File: config.mk
export PLATFORM = sky130hd
export DESIGN_NAME = slot_alloc_csr
export DESIGN_NICKNAME = d
export VERILOG_FILES = /design/src/hdl/slot_alloc_pkg.sv /design/src/hdl/slot_alloc_csr.sv
export SDC_FILE = /design/constraint.sdc
export NUM_CORES = 1
export LEC_CHECK = 0
export BUFFER_PORTS_ARGS = -buffer_cell sky130_fd_sc_hd__buf_2
export CAP_MARGIN = 20
export CORE_UTILIZATION = 39
export CTS_CLUSTER_DIAMETER = 60
export DETAILED_ROUTE_END_ITERATION = 8
export HOLD_SLACK_MARGIN = 0.08
export PLACE_DENSITY = 0.8
export SYNTH_ARGS = -nofsm -noshare
export SYNTH_HDL_FRONTEND = slang
export SYNTH_SLANG_ARGS = --single-unit
File: constraint.sdc
create_clock -name clock -period 1.3 [get_ports clock]
set_input_delay 0.065 -clock clock [delete_from_list [all_inputs] [get_ports clock]]
set_output_delay 0.065 -clock clock [all_outputs]
set_load 0.01 [all_outputs]
File: src/hdl/slot_alloc_pkg.sv
// Shared types and codes for the block carving slot allocator.
package slot_alloc_pkg;

   // Request action codes
   typedef enum logic [1:0] {
      ACT_ALLOC = 2'd0,
      ACT_FREE  = 2'd1,
      ACT_CLEAR = 2'd2,
      ACT_NOP   = 2'd3
   } action_type;

   // Result status codes
   typedef enum logic [1:0] {
      ST_OK        = 2'd0,
      ST_EXHAUSTED = 2'd1,
      ST_UNDERFLOW = 2'd2,
      ST_LEAK      = 2'd3
   } status_type;

   // Controller states, one-hot
   typedef enum logic [1:0] {
      S_IDLE = 2'b01,
      S_EXEC = 2'b10
   } state_type;

   // Register indexes (byte address / 4)
   localparam logic REG_SPB = 1'b0;
   localparam logic REG_BPS = 1'b1;

   localparam int unsigned PADDR_W = 3;
   localparam int unsigned SPB_W   = 7;
   localparam int unsigned BPS_W   = 13;

   localparam logic [SPB_W-1:0] SPB_RESET = 7'd8;
   localparam logic [SPB_W-1:0] SPB_MIN   = 7'd1;
   localparam logic [SPB_W-1:0] SPB_MAX   = 7'd64;
   localparam logic [BPS_W-1:0] BPS_RESET = 13'd16;
   localparam logic [BPS_W-1:0] BPS_MIN   = 13'd8;
   localparam logic [BPS_W-1:0] BPS_MAX   = 13'd4096;

   // Output field widths
   localparam int unsigned SLOT_OUT_W = 10;
   localparam int unsigned OFFSET_W   = 22;
   localparam int unsigned USED_W     = 11;

   // Effective (clamped) configuration
   typedef struct packed {
      logic [SPB_W-1:0] spb;
      logic [BPS_W-1:0] bps;
   } cfg_type;

   // Controller to datapath commands
   typedef struct packed {
      logic capture;
      logic exec;
   } ctrl_cmd_type;

   // Datapath to controller status
   typedef struct packed {
      logic out_free;
   } dp_status_type;

endpackage

File: src/hdl/slot_alloc_csr.sv
// Configuration registers with APB-style access and range clamping.
module slot_alloc_csr (
   input  logic                                clock,
   input  logic                                reset,
   input  logic                                psel,
   input  logic                                penable,
   input  logic                                pwrite,
   input  logic [slot_alloc_pkg::PADDR_W-1:0]  paddr,
   input  logic [31:0]                         pwdata,
   output logic [31:0]                         prdata,
   output logic                                pready,
   output slot_alloc_pkg::cfg_type             cfg
);

   logic [slot_alloc_pkg::SPB_W-1:0] spb_ff;
   logic [slot_alloc_pkg::BPS_W-1:0] bps_ff;
   logic                             wr_en;
   logic                             reg_idx;

   assign pready  = 1'b1;
   assign wr_en   = psel & penable & pwrite & pready;
   assign reg_idx = paddr[2];

   // register writes
   always_ff @(posedge clock) begin
      if (reset) begin
         spb_ff <= slot_alloc_pkg::SPB_RESET;
         bps_ff <= slot_alloc_pkg::BPS_RESET;
      end else if (wr_en) begin
         unique case (reg_idx)
            slot_alloc_pkg::REG_SPB: spb_ff <= pwdata[slot_alloc_pkg::SPB_W-1:0];
            slot_alloc_pkg::REG_BPS: bps_ff <= pwdata[slot_alloc_pkg::BPS_W-1:0];
            default: ;
         endcase
      end
   end

   // read mux
   always_comb begin
      unique case (reg_idx)
         slot_alloc_pkg::REG_SPB: prdata = 32'(spb_ff);
         slot_alloc_pkg::REG_BPS: prdata = 32'(bps_ff);
         default:                 prdata = '0;
      endcase
   end

   // clamp to the supported ranges
   always_comb begin
      if (spb_ff < slot_alloc_pkg::SPB_MIN)      cfg.spb = slot_alloc_pkg::SPB_MIN;
      else if (spb_ff > slot_alloc_pkg::SPB_MAX) cfg.spb = slot_alloc_pkg::SPB_MAX;
      else                                       cfg.spb = spb_ff;
      if (bps_ff < slot_alloc_pkg::BPS_MIN)      cfg.bps = slot_alloc_pkg::BPS_MIN;
      else if (bps_ff > slot_alloc_pkg::BPS_MAX) cfg.bps = slot_alloc_pkg::BPS_MAX;
      else                                       cfg.bps = bps_ff;
   end

endmodule

* After elaboration in Yosys (flattened, before gate mapping)
Index checks and enable logic that the tools add are counted.
Storage, ports and cells: register bits 20, input port bits 40, output and inout port bits 53, word-level logic and storage cells 16
Cells by class: $lt $le $gt $ge 4, multiplexer cells 5, bitwise operators 3, reduce and logical (&&, ||, !) cells 2
Operators by type and width (count):
- $pmux W32 S2 | 1
- $mux W13 | 2
- $mux W7 | 2
- $gt A13 B13 Y1 const B | 1
- $lt A13 B4 Y1 const B | 1
- $gt A7 B7 Y1 const B | 1
- $lt A7 B1 Y1 const B | 1
- $reduce_and A2 Y1 | 2
- $and A1 B1 Y1 | 2
- $not A1 Y1 | 1

* Depth between registers and ports, before layout
word-level depth 3, gate-level depth with buffers 5, mapped depth without buffers 3

* Least setup slack after synthesis
OpenSTA, ideal clock, no wires.
path type register -> output, start reg bps_ff[4] (netlist name), end out cfg[0] (netlist name), data arrival time 0.908 ns, required time 1.235 ns, slack 0.327 ns, cell stages (with the launch flop) 4, path buffers 0, cells stage by stage dfxtp_1 > nor4_1 > and3b_1 > nor3b_1
RTL lines:
- start: declaration | RTL line slot_alloc_csr.sv:16 | logic [slot_alloc_pkg::BPS_W-1:0] bps_ff;
- start signal: assignment | RTL line slot_alloc_csr.sv:28 | bps_ff <= slot_alloc_pkg::BPS_RESET;
- start signal: assignment | RTL line slot_alloc_csr.sv:32 | slot_alloc_pkg::REG_BPS: bps_ff <= pwdata[slot_alloc_pkg::BPS_W-1:0];
- end: declaration | RTL line slot_alloc_csr.sv:12 | output slot_alloc_pkg::cfg_type cfg

==> results.txt <==
status: finished, violations left
failing checks: DRC, setup timing
Setup crit start kind: flip-flop
vias in the first global route: 1007
RD Place Congestion: 0.7457
initial cell density of the core: 42.06%
FF-to-FF Start: bps_ff[4]
WL/cell: 12.01 um
Setup Skew: 0 ns
worst-path fanout max: 3
clock tree from TritonCTS: yes
sequential share of the synthesized area: 33.93%
endpoints failing hold: 0
floorplan die width: 57.01 um
Net Sw Power: 317.2 uW
Yosys reg bits: 20
critical path required time: 1.24 ns
die area: 0.003250 mm^2
final wirelength: 2895 um
H-tree Lvls: 1
num rows: 19
hold_ws: 0.1567 ns
Hold Crit Start: reset
IO buf count: 51
Worst path slowest cell: dfxtp_2
CTS buffer count: 3
crit share post-route: 113.6%
final setup vio count: 4
most frequent cell after synthesis: nand2_1
IO Pins: 93
RSZ-0062 raised after global routing: yes
clock root cell: clkbuf_4
worst setup margin: -0.1764 ns
Peak supply drop: 0.3741 mV
proportion of synthesized area in mux cells: 11.77%
Max clock buf depth: 2
Cell variety after synth: 22
ys async rst share: 0%
Synth Warn #: 0
Crit path largest cell delay: 0.35 ns
Final TNS setup: -0.6478 ns
Nets: 252
Area Overhead vs Synth: 33.83%
pwr/cell area: 731.7 mW/mm^2
DRT iter0 DRCs: 31
Clock Sinks: 20
WP data arrival: 1.41 ns
first-pass GRT wire length: 4705 um
Final HPWL DP: 2027 um
Slew Limit Fails: 0
crit end category: primary output
antenna violations before repair: 0
Die Span Y: 57.01 um
Setup WS pre-CTS: 0.06656 ns
Post-Synth Simple-Gate Area: 28.84%
kind of critical path: flip-flop to primary output
global-route usage over all layers: 18.48%
core area: 0.002805 mm^2
layout cell share with drive strength beyond 1: 38.10%
Cell Chain, Critical Path: nor4_4 -> and3b_2 -> nor3b_1 -> buf_2
Post-Layout Cell Count: 241
minimum clock period: 1.476 ns
Syn Area/Cell: 8.026 um^2
top cell type's share of synthesized area: 33.93%
combinational fraction of design power: 18.8%
post-synthesis adder-cell area fraction: 0%
max_cap viols: 0
largest net degree at the start of global routing: 23
Min-Delay Path Class: primary input to flip-flop
EDFF count, synth: 0
drt via density: 4.660
compound-cell area share of the yosys netlist: 6.681%
hold depth: 2
Syn Inst Count: 147
CP startpoint: bps_ff[8]
R2R cell count: 3
largest area contributor in the netlist: dfxtp_1
Clock power frac: 25.6%
most common library cells after synthesis: 24 x nand2_1, 20 x buf_4, 20 x dfxtp_1
largest family of logic cells by synthesized area: simple AND/OR/NAND/NOR gates
Pint: 838.2 uW
XOR/XNOR share of the synthesized area: 0%
Flop pwr share: 55.6%
Leakage: 0.8233 nW
Max Clk Rate: 677.3 MHz
post-synthesis cell area: 0.001180 mm^2
Clock transition at path regs: 0.11 ns
number of detailed-routing iterations run before antenna repair: 6
via count: 1123
Ant. Diodes: 0
dpl cells: 224
DR DRC count: 11
Post-DRT Antenna Nets: 0
Main synth FF type: dfxtp_1
Remaining Overflow, GRT: 0
Synth area leaders: dfxtp_1 34%, buf_4 13%, nand2_1 7.6%, nor2b_1 6.9%, mux2_2 6.7%
worst skew pair latency: 0.30 ns
switch share: 27.46%
==> per-stage QoR <==
| step | power [mW] | cell area [um^2] | util, % |
|---|---|---|---|
| finish | 1.155 | 1579 | 56.29 |
| global route | 1.217 | 1579 | 56.29 |
| CTS | 1.161 | 1568 | 55.89 |
| detailed placement | 0.8342 | 1380 | 49.20 |
| global placement | 0.8311 | 1380 | 49.20 |
| floorplan | 0.8074 | 1247 | - |
==> final timing paths <==
check / end / slack, ns
worst max-delay path: cfg[2] / -0.18
worst min-delay path: spb_ff[0] / 0.16
worst max register to register: bps_ff[4] / 0.48
worst min register to register: bps_ff[1] / 0.48
==> power groups by stage <==
stage / clock [mW] / combinational, mW / sequential (mW)
floorplan: 0 / 0.159 / 0.648
global placement: 0 / 0.178 / 0.653
detailed placement: 0 / 0.181 / 0.653
CTS: 0.304 / 0.214 / 0.642
global route: 0.334 / 0.238 / 0.646
finish: 0.296 / 0.217 / 0.643
==> cells by family (layout without fill, tap and decap cells) <==
group / after synthesis / count (layout)
compound gates: 15 / 15
buf+inv: 30 / 75
flops: 20 / 20
mux: 13 / 13
other cells: 2 / 20
simple gates: 67 / 67
==> flip-flops by register name, summed over array words and instances, names as in the netlist <==
register / count
spb_ff: 7
bps_ff: 13
==> routing by layer <==
metal  global-route usage, %  routed length (um)
met1                   25.42                1309
met2                   29.75                1401
met3                   3.401                 153
met4                   5.226                  31
met5                       0                   0
==> critical path, delay by kind of cell, from the launching register on <==
family        cells  cell delay, ns
flops             1            0.35
buf+inv           1            0.15
simple gates      3            0.61
==> final cells by class <==
type | count | area (um^2)
Sequential cell | 20 | 407.9
Tap cell | 31 | 38.79
Clock buffer | 3 | 22.52
Fill cell | 272 | 1226
Multi-Input combinational cell | 115 | 664.4
Timing Repair Buffer | 72 | 445.4
==> placed cells by master (no fill, tap or decap) <==
cell type / instances
buf_2: 51
and3b_2: 1
nand4_1: 1
nor2_1: 11
dlygate4sd3_1: 13
a21oi_2: 1
dfxtp_2: 6
a21oi_1: 14
conb_1: 20
and4_4: 1
nor4_4: 2
clkbuf_4: 3
buf_4: 8
mux2_2: 7
nand4b_1: 1
nand2_1: 24
nor3_1: 4
nor3b_1: 3
and2_1: 6
mux2i_1: 6
dfxtp_1: 14
nor2b_1: 13
==> repair_timing <==
action,CTS,global route
endpoints found under the setup margin,5,4
pin swaps,3,1
hold buffers,13,0
buffers inserted,1,0
gates resized for setup,8,3
endpoints found under the hold margin,20,0
No activity file was read; power rests on OpenSTA's default activity.
